`src/rtl/bpa_pkg.sv`:
```
// ----------------------------------------------------------------------------
// bpa_pkg
// Shared constants and types for the bitmap page allocator.
// ----------------------------------------------------------------------------
package bpa_pkg;

    localparam int MAX_PAGES  = 1024;
    localparam int PAGE_BYTES = 4096;
    localparam int PG_W       = $clog2(MAX_PAGES + 1);   // page count width
    localparam int IDX_W      = $clog2(MAX_PAGES);       // map index width
    localparam int OFS_W      = $clog2(PAGE_BYTES);      // byte offset width
    localparam int BIG_W      = 33 - OFS_W;              // rounded page count width

    localparam logic [1:0] ACT_ALLOC   = 2'd0;
    localparam logic [1:0] ACT_FREE    = 2'd1;
    localparam logic [1:0] ACT_REALLOC = 2'd2;
    localparam logic [1:0] ACT_STAT    = 2'd3;

    localparam logic [1:0] CFG_BASE  = 2'd0;
    localparam logic [1:0] CFG_END   = 2'd1;
    localparam logic [1:0] CFG_COUNT = 2'd2;

    // Map access request from the sequencer to the map memory
    typedef struct packed {
        logic             rd;
        logic             wr;
        logic [IDX_W-1:0] addr;
        logic             wdata;
    } t_map_req;

    // ceil(bytes / PAGE_BYTES), no wrap
    function automatic logic [BIG_W-1:0] bytes_to_pages(input logic [31:0] b);
        logic [BIG_W-1:0] q;
        q = {1'b0, b[31:OFS_W]};
        return q + {{(BIG_W-1){1'b0}}, |b[OFS_W-1:0]};
    endfunction

endpackage

```
`src/rtl/bpa_map_ram.sv`:
```
// ----------------------------------------------------------------------------
// bpa_map_ram
// Page used map: one bit per page, one read or write port, registered read.
// ----------------------------------------------------------------------------
module bpa_map_ram
    import bpa_pkg::*;
(
    input  logic     i_clk,
    input  t_map_req i_req,
    output logic     o_rdata
);

    logic r_mem [MAX_PAGES];
    logic r_rdata;

    // Synchronous read and write
    always_ff @(posedge i_clk) begin
        if (i_req.wr) begin
            r_mem[i_req.addr] <= i_req.wdata;
        end
        if (i_req.rd) begin
            r_rdata <= r_mem[i_req.addr];
        end
    end

    assign o_rdata = r_rdata;

endmodule

```
`src/rtl/bitmap_page_allocator_core.sv`:
```
// ----------------------------------------------------------------------------
// bitmap_page_allocator_core
// First-fit page allocator over a one-bit-per-page used map in a RAM.
// ----------------------------------------------------------------------------
// Flow: accept, decode in ST_DEC, the map walk, then ST_OUT loads the result.
// Alloc probes each page with a read (ST_SCAN), then a check (ST_SCHK), plus
// one write per marked page. Free and shrink write each page in ST_CLR;
// in-place grow reads and checks each page; stat reads and counts each page.
// One item at a time; the next is accepted once the result is taken. Sync
// active-low reset sets control and config to defaults, then clears every map page.
module bitmap_page_allocator_core
    import bpa_pkg::*;
(
    input  logic          i_clk,
    input  logic          i_rst_n,
    input  logic          i_cfg_we,
    input  logic [1:0]    i_cfg_index,
    input  logic [31:0]   i_cfg_wdata,
    input  logic          s_axis_tvalid,
    output logic          s_axis_tready,
    input  logic [103:0]  s_axis_tdata,   // [1:0] action, [33:2] address,
                                          // [65:34] size, [97:66] new_size
    output logic          m_axis_tvalid,
    input  logic          m_axis_tready,
    output logic [55:0]   m_axis_tdata    // [31:0] result_address, [32] ok,
                                          // [33] moved, [44:34] managed_pages,
                                          // [55:45] free_pages
);

    localparam logic [3:0] ST_CLEAR = 4'd0;
    localparam logic [3:0] ST_IDLE  = 4'd1;
    localparam logic [3:0] ST_DEC   = 4'd2;
    localparam logic [3:0] ST_SCAN  = 4'd3;   // alloc search, issue read
    localparam logic [3:0] ST_SCHK  = 4'd4;   // alloc search, check data
    localparam logic [3:0] ST_MARK  = 4'd5;   // write used bits
    localparam logic [3:0] ST_CLR   = 4'd6;   // clear bits
    localparam logic [3:0] ST_GROW  = 4'd7;   // in-place check, issue read
    localparam logic [3:0] ST_GCHK  = 4'd8;
    localparam logic [3:0] ST_STAT  = 4'd9;
    localparam logic [3:0] ST_SCNT  = 4'd10;
    localparam logic [3:0] ST_OUT   = 4'd11;

    logic [3:0]       r_state;
    logic [31:0]      r_base, r_end;
    logic [PG_W-1:0]  r_cnt_cfg;
    logic [1:0]       r_act;
    logic [31:0]      r_addr, r_size, r_nsize;
    logic [BIG_W-1:0] r_need;        // pages wanted by the search
    logic [PG_W:0]    r_s, r_p;      // run start, probe index
    logic [BIG_W-1:0] r_cend;        // end of clear/mark run (exclusive)
    logic             r_grow;        // mark is in-place grow
    logic [PG_W-1:0]  r_free;
    logic [55:0]      r_out;
    logic             r_ovalid;
    logic             rdata;
    t_map_req         req;

    logic [PG_W-1:0]  live;
    logic [BIG_W-1:0] opg, npg, apg;
    logic [31:0]      rel;
    logic [BIG_W-1:0] start;
    logic             free_ok;

    assign live  = (r_cnt_cfg > PG_W'(MAX_PAGES)) ? PG_W'(MAX_PAGES) : r_cnt_cfg;
    assign opg   = bytes_to_pages(r_size);
    assign npg   = bytes_to_pages(r_nsize);
    assign rel   = r_addr - r_base;
    assign start = {1'b0, rel[31:OFS_W]};
    assign free_ok = (r_addr >= r_base) && (r_addr < r_end) && (opg != '0) &&
                     (start < BIG_W'(live));
    assign apg   = (r_act == ACT_ALLOC) ? opg : npg;

    bpa_map_ram u_map (.i_clk(i_clk), .i_req(req), .o_rdata(rdata));

    assign s_axis_tready = (r_state == ST_IDLE) && !r_ovalid;
    assign m_axis_tvalid = r_ovalid;
    assign m_axis_tdata  = r_out;

    // Map port drive
    always_comb begin
        req = '0;
        case (r_state)
            ST_CLEAR: begin
                req.wr = 1'b1; req.addr = r_p[IDX_W-1:0]; req.wdata = 1'b0;
            end
            ST_SCAN, ST_GROW, ST_STAT: begin
                req.rd = 1'b1; req.addr = r_p[IDX_W-1:0];
            end
            ST_MARK: begin
                req.wr = 1'b1; req.addr = r_p[IDX_W-1:0]; req.wdata = 1'b1;
            end
            ST_CLR: begin
                req.wr = (r_p < (PG_W+1)'(live)) && ({{(BIG_W-PG_W-1){1'b0}}, r_p} < r_cend);
                req.addr = r_p[IDX_W-1:0]; req.wdata = 1'b0;
            end
            default: ;
        endcase
    end

    // Sequencer
    always_ff @(posedge i_clk) begin
        if (!i_rst_n) begin
            r_state   <= ST_CLEAR;
            r_base    <= '0;
            r_end     <= 32'h0040_0000;
            r_cnt_cfg <= PG_W'(1024);
            r_ovalid  <= 1'b0;
            r_p       <= '0;
        end else begin
            if (i_cfg_we) begin
                case (i_cfg_index)
                    CFG_BASE:  r_base    <= i_cfg_wdata;
                    CFG_END:   r_end     <= i_cfg_wdata;
                    CFG_COUNT: r_cnt_cfg <= i_cfg_wdata[PG_W-1:0];
                    default: ;
                endcase
            end
            if (r_ovalid && m_axis_tready) r_ovalid <= 1'b0;
            case (r_state)
                ST_CLEAR: begin
                    r_p <= r_p + 1'b1;
                    if (r_p == (PG_W+1)'(MAX_PAGES - 1)) r_state <= ST_IDLE;
                end
                ST_IDLE: begin
                    if (s_axis_tvalid && s_axis_tready) begin
                        r_act   <= s_axis_tdata[1:0];
                        r_addr  <= s_axis_tdata[33:2];
                        r_size  <= s_axis_tdata[65:34];
                        r_nsize <= s_axis_tdata[97:66];
                        r_out   <= '0;
                        r_free  <= '0;
                        r_grow  <= 1'b0;
                        r_state <= ST_DEC;
                    end
                end
                ST_DEC: begin
                    r_state <= ST_OUT;
                    case (r_act)
                        ACT_STAT: begin
                            r_p <= '0;
                            r_out[44:34] <= 11'(live);
                            if (live != '0) r_state <= ST_STAT;
                        end
                        ACT_FREE: begin
                            r_p <= (PG_W+1)'(start);
                            r_cend <= start + opg;
                            if (free_ok) r_state <= ST_CLR;
                        end
                        default: begin
                            if (r_act == ACT_REALLOC && r_addr != '0) begin
                                if (r_nsize == '0) begin
                                    r_p <= (PG_W+1)'(start);
                                    r_cend <= start + opg;
                                    if (free_ok) r_state <= ST_CLR;
                                end else if (npg <= opg) begin
                                    r_out[31:0] <= r_addr;
                                    r_out[32]   <= 1'b1;
                                    r_p <= (PG_W+1)'(start + npg);
                                    r_cend <= start + opg;
                                    if (start + npg < BIG_W'(live)) r_state <= ST_CLR;
                                end else if ((start + opg <= BIG_W'(live)) &&
                                             (npg - opg <= BIG_W'(live) - (start + opg))) begin
                                    r_p <= (PG_W+1)'(start + opg);
                                    r_s <= (PG_W+1)'(start + opg);
                                    r_cend <= start + npg;
                                    r_state <= ST_GROW;
                                end else begin
                                    r_need <= npg; r_s <= '0; r_p <= '0;
                                    r_state <= (npg > BIG_W'(live)) ? ST_OUT : ST_SCAN;
                                end
                            end else begin
                                // plain alloc of size or new_size
                                r_need <= apg; r_s <= '0; r_p <= '0;
                                if (apg == '0) begin
                                    r_out[31:0] <= r_base;
                                    r_out[32]   <= 1'b1;
                                end else if (apg <= BIG_W'(live)) begin
                                    r_state <= ST_SCAN;
                                end
                            end
                        end
                    endcase
                end
                ST_GROW: r_state <= ST_GCHK;
                ST_GCHK: begin
                    if (rdata) begin
                        // fall back to a full allocation elsewhere
                        r_need <= npg; r_s <= '0; r_p <= '0;
                        r_state <= (npg > BIG_W'(live)) ? ST_OUT : ST_SCAN;
                    end else if ({{(BIG_W-PG_W-1){1'b0}}, r_p} + 1'b1 == r_cend) begin
                        r_p <= r_s; r_grow <= 1'b1; r_state <= ST_MARK;
                    end else begin
                        r_p <= r_p + 1'b1; r_state <= ST_GROW;
                    end
                end
                ST_SCAN: r_state <= ST_SCHK;
                ST_SCHK: begin
                    if (rdata) begin
                        if ({{(BIG_W-PG_W-1){1'b0}}, r_p} + 1'b1 + r_need > BIG_W'(live)) begin
                            r_state <= ST_OUT;   // no run fits
                        end else begin
                            r_s <= r_p + 1'b1; r_p <= r_p + 1'b1; r_state <= ST_SCAN;
                        end
                    end else if ({{(BIG_W-PG_W-1){1'b0}}, r_p} + 1'b1 ==
                                 {{(BIG_W-PG_W-1){1'b0}}, r_s} + r_need) begin
                        r_cend <= {{(BIG_W-PG_W-1){1'b0}}, r_s} + r_need;
                        r_p <= r_s; r_state <= ST_MARK;
                    end else begin
                        r_p <= r_p + 1'b1; r_state <= ST_SCAN;
                    end
                end
                ST_MARK: begin
                    if ({{(BIG_W-PG_W-1){1'b0}}, r_p} + 1'b1 == r_cend) begin
                        r_out[32] <= 1'b1;
                        if (r_grow) begin
                            r_out[31:0] <= r_addr;
                            r_state <= ST_OUT;
                        end else begin
                            r_out[31:0] <= r_base + {{(32-OFS_W-PG_W-1){1'b0}}, r_s,
                                                     {OFS_W{1'b0}}};
                            if (r_act == ACT_REALLOC && r_addr != '0) begin
                                r_out[33] <= 1'b1;
                                r_p <= (PG_W+1)'(start);
                                r_cend <= start + opg;
                                r_state <= free_ok ? ST_CLR : ST_OUT;
                            end else begin
                                r_state <= ST_OUT;
                            end
                        end
                    end else begin
                        r_p <= r_p + 1'b1;
                    end
                end
                ST_CLR: begin
                    if (r_p + 1'b1 >= (PG_W+1)'(live) ||
                        {{(BIG_W-PG_W-1){1'b0}}, r_p} + 1'b1 >= r_cend)
                        r_state <= ST_OUT;
                    else
                        r_p <= r_p + 1'b1;
                end
                ST_STAT: r_state <= ST_SCNT;
                ST_SCNT: begin
                    if (!rdata) r_free <= r_free + 1'b1;
                    if (r_p + 1'b1 == (PG_W+1)'(live)) begin
                        r_out[55:45] <= 11'(r_free + PG_W'(!rdata));
                        r_state <= ST_OUT;
                    end else begin
                        r_p <= r_p + 1'b1; r_state <= ST_STAT;
                    end
                end
                ST_OUT: begin
                    r_ovalid <= 1'b1;
                    r_state  <= ST_IDLE;
                end
                default: r_state <= ST_IDLE;
            endcase
        end
    end

endmodule

```
`config.mk`:
```
export PLATFORM = sky130hd
export DESIGN_NAME = bitmap_page_allocator_core
export DESIGN_NICKNAME = d
export VERILOG_FILES = /design/src/rtl/bpa_pkg.sv /design/src/rtl/bpa_map_ram.sv /design/src/rtl/bitmap_page_allocator_core.sv
export SDC_FILE = /design/constraint.sdc
export NUM_CORES = 2
export LEC_CHECK = 0
export BUFFER_PORTS_ARGS = -buffer_cell sky130_fd_sc_hd__buf_4
export CAP_MARGIN = 20
export CORE_MARGIN = 5
export CORE_UTILIZATION = 35
export DETAILED_ROUTE_END_ITERATION = 8
export PLACE_DENSITY = 0.64
export REMOVE_ABC_BUFFERS = 1
export SLEW_MARGIN = 5
export SYNTH_ARGS = -nofsm -noshare
export SYNTH_HDL_FRONTEND = slang
export SYNTH_SLANG_ARGS = --single-unit
```
`constraint.sdc`:
```
create_clock -name i_clk -period 18.2 [get_ports i_clk]
set_input_delay 1.82 -clock i_clk [delete_from_list [all_inputs] [get_ports i_clk]]
set_output_delay 1.82 -clock i_clk [all_outputs]
set_load 0.05 [all_outputs]
```
### Word level (Yosys, flattened, before mapping)

Memory sizes are Yosys's and may differ from the RTL's. A register that Yosys moved wholly into a read port is not among the register bits.
Index checks and enable logic that the tools add are counted.

* $add $sub $neg: 14
* magnitude comparators: 15
* equal/unequal tests: 50
* mux-type cells: 98
* reductions and logical operators: 51

Operator list (count)
* $mux 21: 16
* $mux 12: 20
* $mux 33: 5
* $pmux 33 s3: 1
* $pmux 12 s7: 1
* $pmux 21 s2: 2
* $mux 4: 18
* $pmux 11 s2: 3
* $pmux 21 s3: 1
* $mux 56: 1
* $mux 11: 5
* $pmux 4 s11: 1
* $add 20x1->21: 2
* $add 20x21->21: 2
* $eq 21x21->1: 2
* $gt 21x11->1: 2
* $le 21x11->1: 2
* $le 21x21->1: 2
* $pmux 12 s3: 1
* $mux 34: 1
* $add 32x24->32: 1
* $ge 32x32->1: 1
* $logic_not 32->1: 1
* $lt 32x32->1: 1
* other kinds (61): 136

* bits in registers: 312
* RAM bits: 1024
* bits of input ports: 143
* word-level logic and storage cells: 248
* memories kept: 1

Memories
* u_map.r_mem: words 1024, width 1, rd ports 1, clocked after memory_dff 1, wr ports 1, RTL line bpa_map_ram.sv:13 `logic r_mem [MAX_PAGES];`

### Depth between registers and ports, before layout

* word-level depth: 12
* depth in mapped cells: 37
* depth with buffers taken out: 36

### Cells and area by module

From an unflattened synthesis, not the netlist that was laid out.

* cell total of the unflattened synthesis: 6383
* area, all modules: 70627.7 um^2

By module, submodules not included
* bpa_map_ram: times used 1, cells an instance 3369, area each 44347.5 um^2, seq. area each 30779.5 um^2
* bitmap_page_allocator_core: times used 1, cells an instance 3014, area each 26280.2 um^2, seq. area each 8448.1 um^2

### Worst setup path after synthesis

OpenSTA, ideal clock, no wires.

* kind: reg2reg
* from: register r_state[0]
* to: register r_out[33], in the netlist m_axis_tdata[33] (data pin)
* arrival time: 16526 ps
* setup slack: -1802 ps
* cell stages (with the launch flop): 5
* path buffers: 2
* cell sequence: dfxtp_1 -> clkbuf_1 -> nand4_1 -> inv_1 -> buf_1

* cells in the longest elaborated chain, start to end: 2
* elaborated cells between the ends (all ways): 3
* classes of those cells: eq/ne (2); mux (1)

Ends and longest elaborated chain
* start, declared: RTL line bitmap_page_allocator_core.sv:43 `logic [3:0] r_state;`
* start signal, assigned: RTL line bitmap_page_allocator_core.sv:169 `r_state <= (npg > BIG_W'(live)) ? ST_OUT : ST_SCAN;`
* start signal, assigned: RTL line bitmap_page_allocator_core.sv:189 `r_state <= (npg > BIG_W'(live)) ? ST_OUT : ST_SCAN;`
* start signal, assigned: RTL line bitmap_page_allocator_core.sv:225 `r_state <= free_ok ? ST_CLR : ST_OUT;`
* $eq 4x3->1 or $eq 4x1->1 (tied branches): RTL line bitmap_page_allocator_core.sv:119 `case (r_state)`
* $pmux 1 s2 *: RTL line bitmap_page_allocator_core.sv:119
* end signal, assigned: RTL line bitmap_page_allocator_core.sv:130 `r_out <= '0;`
* end signal, assigned: RTL line bitmap_page_allocator_core.sv:222 `r_out[33] <= 1'b1;`
* end, declared: RTL line bitmap_page_allocator_core.sv:53 `logic [55:0] r_out;`

Mark *: on every way between the ends. The rest lies on a longest branch, timed or not.
A chain may end at the register's enable or synchronous reset.

### Final worst setup path

* from: register r_addr[11]
* to: register r_state[3]

* cells in the longest elaborated chain, start to end: 11
* elaborated cells between the ends (all ways): 27
* classes of those cells: add/sub (4); order compare (6); mux (11); reduce/logical (6)

Ends and longest elaborated chain
* start, declared: RTL line bitmap_page_allocator_core.sv:47 `logic [31:0] r_addr, r_size, r_nsize;`
* start signal, assigned: RTL line bitmap_page_allocator_core.sv:127 `r_addr <= s_axis_tdata[33:2];`
* $sub 32x32->32: RTL line bitmap_page_allocator_core.sv:67 `assign rel = r_addr - r_base;`
* $add 20x21->21: RTL line bitmap_page_allocator_core.sv:161, bitmap_page_allocator_core.sv:162
* $sub 11x21->21: RTL line bitmap_page_allocator_core.sv:162 `(npg - opg <= BIG_W'(live) - (start + opg))) begin`
* $le 21x21->1: RTL line bitmap_page_allocator_core.sv:162
* $logic_and 1x1->1: RTL line bitmap_page_allocator_core.sv:161 `end else if ((start + opg <= BIG_W'(live)) &&`
* $mux 4: RTL line bitmap_page_allocator_core.sv:161
* $mux 4: RTL line bitmap_page_allocator_core.sv:155 `end else if (npg <= opg) begin`
* $mux 4: RTL line bitmap_page_allocator_core.sv:151 `if (r_nsize == '0) begin`
* $mux 4: RTL line bitmap_page_allocator_core.sv:150 `if (r_act == ACT_REALLOC && r_addr != '0) begin`
* $pmux 4 s2: RTL line bitmap_page_allocator_core.sv:138 `case (r_act)`
* $pmux 4 s11 *: RTL line bitmap_page_allocator_core.sv:119

Mark *: on every way between the ends. The rest lies on a longest branch, timed or not. The select of a mux whose other input is x is not followed.

==> impl_metrics.ini <==
[global_routing]
grt_use_total_pct = 21.5
grt_pass1_vias = 54700
grt_max_degree = 163
grt_pass1_wl_um = 358000
antenna_found_initial = 4
globalRoute.totalOverflow = 0

[finish]
finalInstanceArea_um2 = 82600
layout-drive-gt1-share_pct = 11.7
syn_to_final_growth_pct = 13.1
finalNonFillerCells = 9703
nNetsFinal = 7252

[clock_tree]
cts_setup_buffers = 0
cts-root-buf = clkbuf_16
clk_pin_slew_ps = 60
cts_tree = built
clock_sinks = 1337
cts_buffer_depth = 3
holdBufCountCts = 0
h-tree-depth = 4
cts_inserted_buffers = 147
clock_latency_ps = 820
cts_resized = 0

[setup_path]
worst_ep_required_time_ps = 18900
cp-end-kind = flop
rr_endpoint = r_state[3]$_SDFFE_PN0P_
crit_slowest_cell = nor2_1
rr_worst_depth = 35
worst-path-max-fanout = 11
critical_path.max_stage_delay_ps = 970
crit_type = reg -> reg
cp-start-kind = flop
r2r_setup_slack_ps = 7680
cp_data_arrival_time_ps = 11220
rr_startpoint = r_addr[11]$_DFFE_PP_

[logic_synthesis]
yosysWarnings = 0
synth_ff_type = edfxtp_1
synth.distinct_cells = 109
synthesis.area_um2 = 73000
avgSynthCellArea_um2 = 10.7
ys_ff_latch = 1337
synth-edff-count = 1245
ys_seq_area_share_pct = 53.7
synthCells = 6808
ys_async_sr_fraction_pct = 0

[timing]
period_share_pct = 57.8
slew_headroom_pct = 24.6
finalHoldViolCount = 0
setup_viol = 0
min_period_ps = 10520
drv_slew = 0
holdWs_ps = 457
worstMarginPinSlew_ps = 1130
fmax_ghz = 0.0950
finalSetupTns_ps = 0
clock_skew_ps = 62.9
grt_setup_unrepaired = false

[routing]
vias = 57300
wl_per_cell_um = 25.2
wl_um = 244000
ant_nets = 0
drcViolationCount = 0
first_pass_iters = 5
first_iter_violations = 6603
viasPerCell = 5.91

[power]
p_leak_nw = 25.7
netSwitchingFraction_pct = 24.7
p_per_area_nw_per_um2 = 83.3
p_int_w = 0.00518
comb_power_share_pct = 8.0
power_frac_seq_pct = 48.4
switching_power_w = 0.00170
peakVddDrop_v = 0.0000991
clkPwrFrac_pct = 43.6

[placed_design]
portBuffers = 194
placed_cells = 9427
gp_congestion = 0.948
dp_hpwl_um = 153000
placed_area_um2 = 77500

[floorplanning]
initial_core_util_pct = 35.2
die_y_um = 467
io-pin-count = 201
dieArea_um2 = 218000
coreArea_um2 = 207000
rows = 167
die_w_um = 467

[worst_hold_path]
min_from = r_end[28]$_SDFFE_PN0P_
whs_path_depth = 2
min_path_type = reg -> reg
holdPathEnd = r_end[28]$_SDFFE_PN0P_

[job]
cap_violations = 0

[status]
status = completed
==> metal layers <==
layer | track usage [%] | wire length [µm] | share of wire, % | up-vias
met5 | 0 | 0 | 0 | -
met4 | 8.50 | 10700 | 4.4 | 0
met3 | 3.86 | 21100 | 8.6 | 498
met2 | 34.7 | 113000 | 46 | 2814
met1 | 28.8 | 99700 | 41 | 28400
li1 | - | - | - | 25700
==> logic make-up after synthesis <==
logic type	after synthesis	share of synthesized area [%]
and+or+nand+nor	2544	16.5
AOI/OAI and AO/OA	1372	12.5
buffers and inverters	768	4.08
muxes	288	5.57
adders and majority gates	307	5.33
DFF	1337	53.7
xor gates and xnor gates	192	2.31
==> registers in the layout (all words and copies together), names as in the netlist <==
name,flops
u_map.r_mem,1024
r_base,32
r_free,11
r_need,21
r_end,32
m_axis_tdata,56
r_addr,32
r_cend,21
r_s,12
r_nsize,32
r_cnt_cfg,11
r_act,2
u_map.o_rdata,1
r_state,4
r_grow,1
m_axis_tvalid,1
r_size,32
r_p,12
==> power groups by stage <==
stage               clock network, W  logic, W  registers (W)
global route                 0.00318  0.000585        0.00333
finish                       0.00300  0.000553        0.00333
CTS                          0.00304  0.000547        0.00333
detailed placement                 0  0.000545        0.00340
global placement                   0  0.000543        0.00340
floorplan                          0  0.000332        0.00343
==> worst max-delay path, delay by kind of cell (launching register included) <==
| kind | cells | cell delay (ps) |
|---|---|---|
| compound gates | 15 | 4010 |
| xor+xnor | 2 | 770 |
| fa+ha+maj | 6 | 2210 |
| buf+inv | 2 | 290 |
| flops | 1 | 500 |
| simple gates | 10 | 2630 |
==> cell type report <==
class / count / area (µm²)
inverters: 236 / 893
clock buffers: 176 / 3840
well taps: 2788 / 3490
multi-input cells: 4703 / 31100
flip-flops and latches: 1337 / 39200
repair buffers: 378 / 3150
clock inverters: 83 / 941
diodes: 2 / 5.00
fillers: 20000 / 125000
==> cells in the final DEF, fill, tap and decap left out, types with 28 or more instances in the layout <==
| master | n |
|---|---|
| a211oi_1 | 103 |
| a21o_1 | 66 |
| a21oi_1 | 398 |
| a221oi_1 | 57 |
| a22oi_1 | 32 |
| a31oi_1 | 37 |
| and3_1 | 107 |
| buf_4 | 356 |
| clkbuf_16 | 148 |
| clkinv_1 | 31 |
| dfxtp_1 | 90 |
| edfxtp_1 | 1245 |
| ha_1 | 299 |
| inv_1 | 230 |
| mux2_2 | 46 |
| mux2i_1 | 152 |
| mux4_2 | 90 |
| nand2_1 | 479 |
| nand2b_1 | 33 |
| nand3_1 | 108 |
| nand4_1 | 87 |
| nor2_1 | 727 |
| nor2b_1 | 47 |
| nor3_1 | 728 |
| nor4_1 | 50 |
| o211ai_1 | 50 |
| o21a_1 | 48 |
| o21ai_0 | 205 |
| o21bai_1 | 28 |
| o221ai_1 | 47 |
| o22ai_1 | 31 |
| or3_1 | 37 |
| xnor2_1 | 103 |
| xor2_1 | 88 |
==> cell usage after synthesis, drive strengths merged, types with 32 or more instances <==
cell	number	area share, %
and3	109	0.93
nand4	89	0.78
or3	39	0.33
nor3	737	5.1
nand2	484	2.5
xnor2	103	1.2
o221ai	47	0.56
a221oi	57	0.68
mux2i	152	2.1
o211ai	50	0.51
xor2	89	1.1
ha	299	5.1
o21a	48	0.49
a31oi	38	0.33
nand2b	33	0.28
inv	234	1.2
nand3	116	0.80
nor2b	47	0.40
a21o	66	0.68
buf	107	0.68
a211oi	104	1.1
clkbuf	424	2.2
mux4	90	2.8
edfxtp	1245	51
dfxtp	92	2.5
o21ai	227	1.6
nor4	55	0.52
a22oi	32	0.33
nor2	732	3.8
mux2	46	0.71
a21oi	401	2.8
==> per-stage QoR <==
| step | power (W) | utilization, % | setup slack [ps] |
|---|---|---|---|
| final | 0.00688 | 39.9 | 7680 |
| after global routing | 0.00709 | 39.9 | 7080 |
| after CTS | 0.00692 | 39.7 | 7570 |
| after detailed placement | 0.00394 | 37.4 | 7580 |
| after global placement | 0.00394 | 37.4 | 7550 |
| after floorplan | 0.00376 | - | 344 |
==> worst max-delay path by stage <==
stage | start | end | slack [ps] | depth (start not counted)
after floorplan | r_p[1]$_SDFFE_PN0P_ | u_map.o_rdata$_DFFE_PP_ | 340 | 10
after CTS | r_addr[3]$_DFFE_PP_ | r_state[3]$_SDFFE_PN0P_ | 7570 | 32
after global placement | r_addr[12]$_DFFE_PP_ | r_state[3]$_SDFFE_PN0P_ | 7550 | 31
after detailed placement | r_addr[3]$_DFFE_PP_ | r_state[3]$_SDFFE_PN0P_ | 7580 | 31
final | r_addr[11]$_DFFE_PP_ | r_state[3]$_SDFFE_PN0P_ | 7680 | 35
after global routing | r_addr[11]$_DFFE_PP_ | r_state[3]$_SDFFE_PN0P_ | 7080 | 35
(Power assumes the default switching activity.)
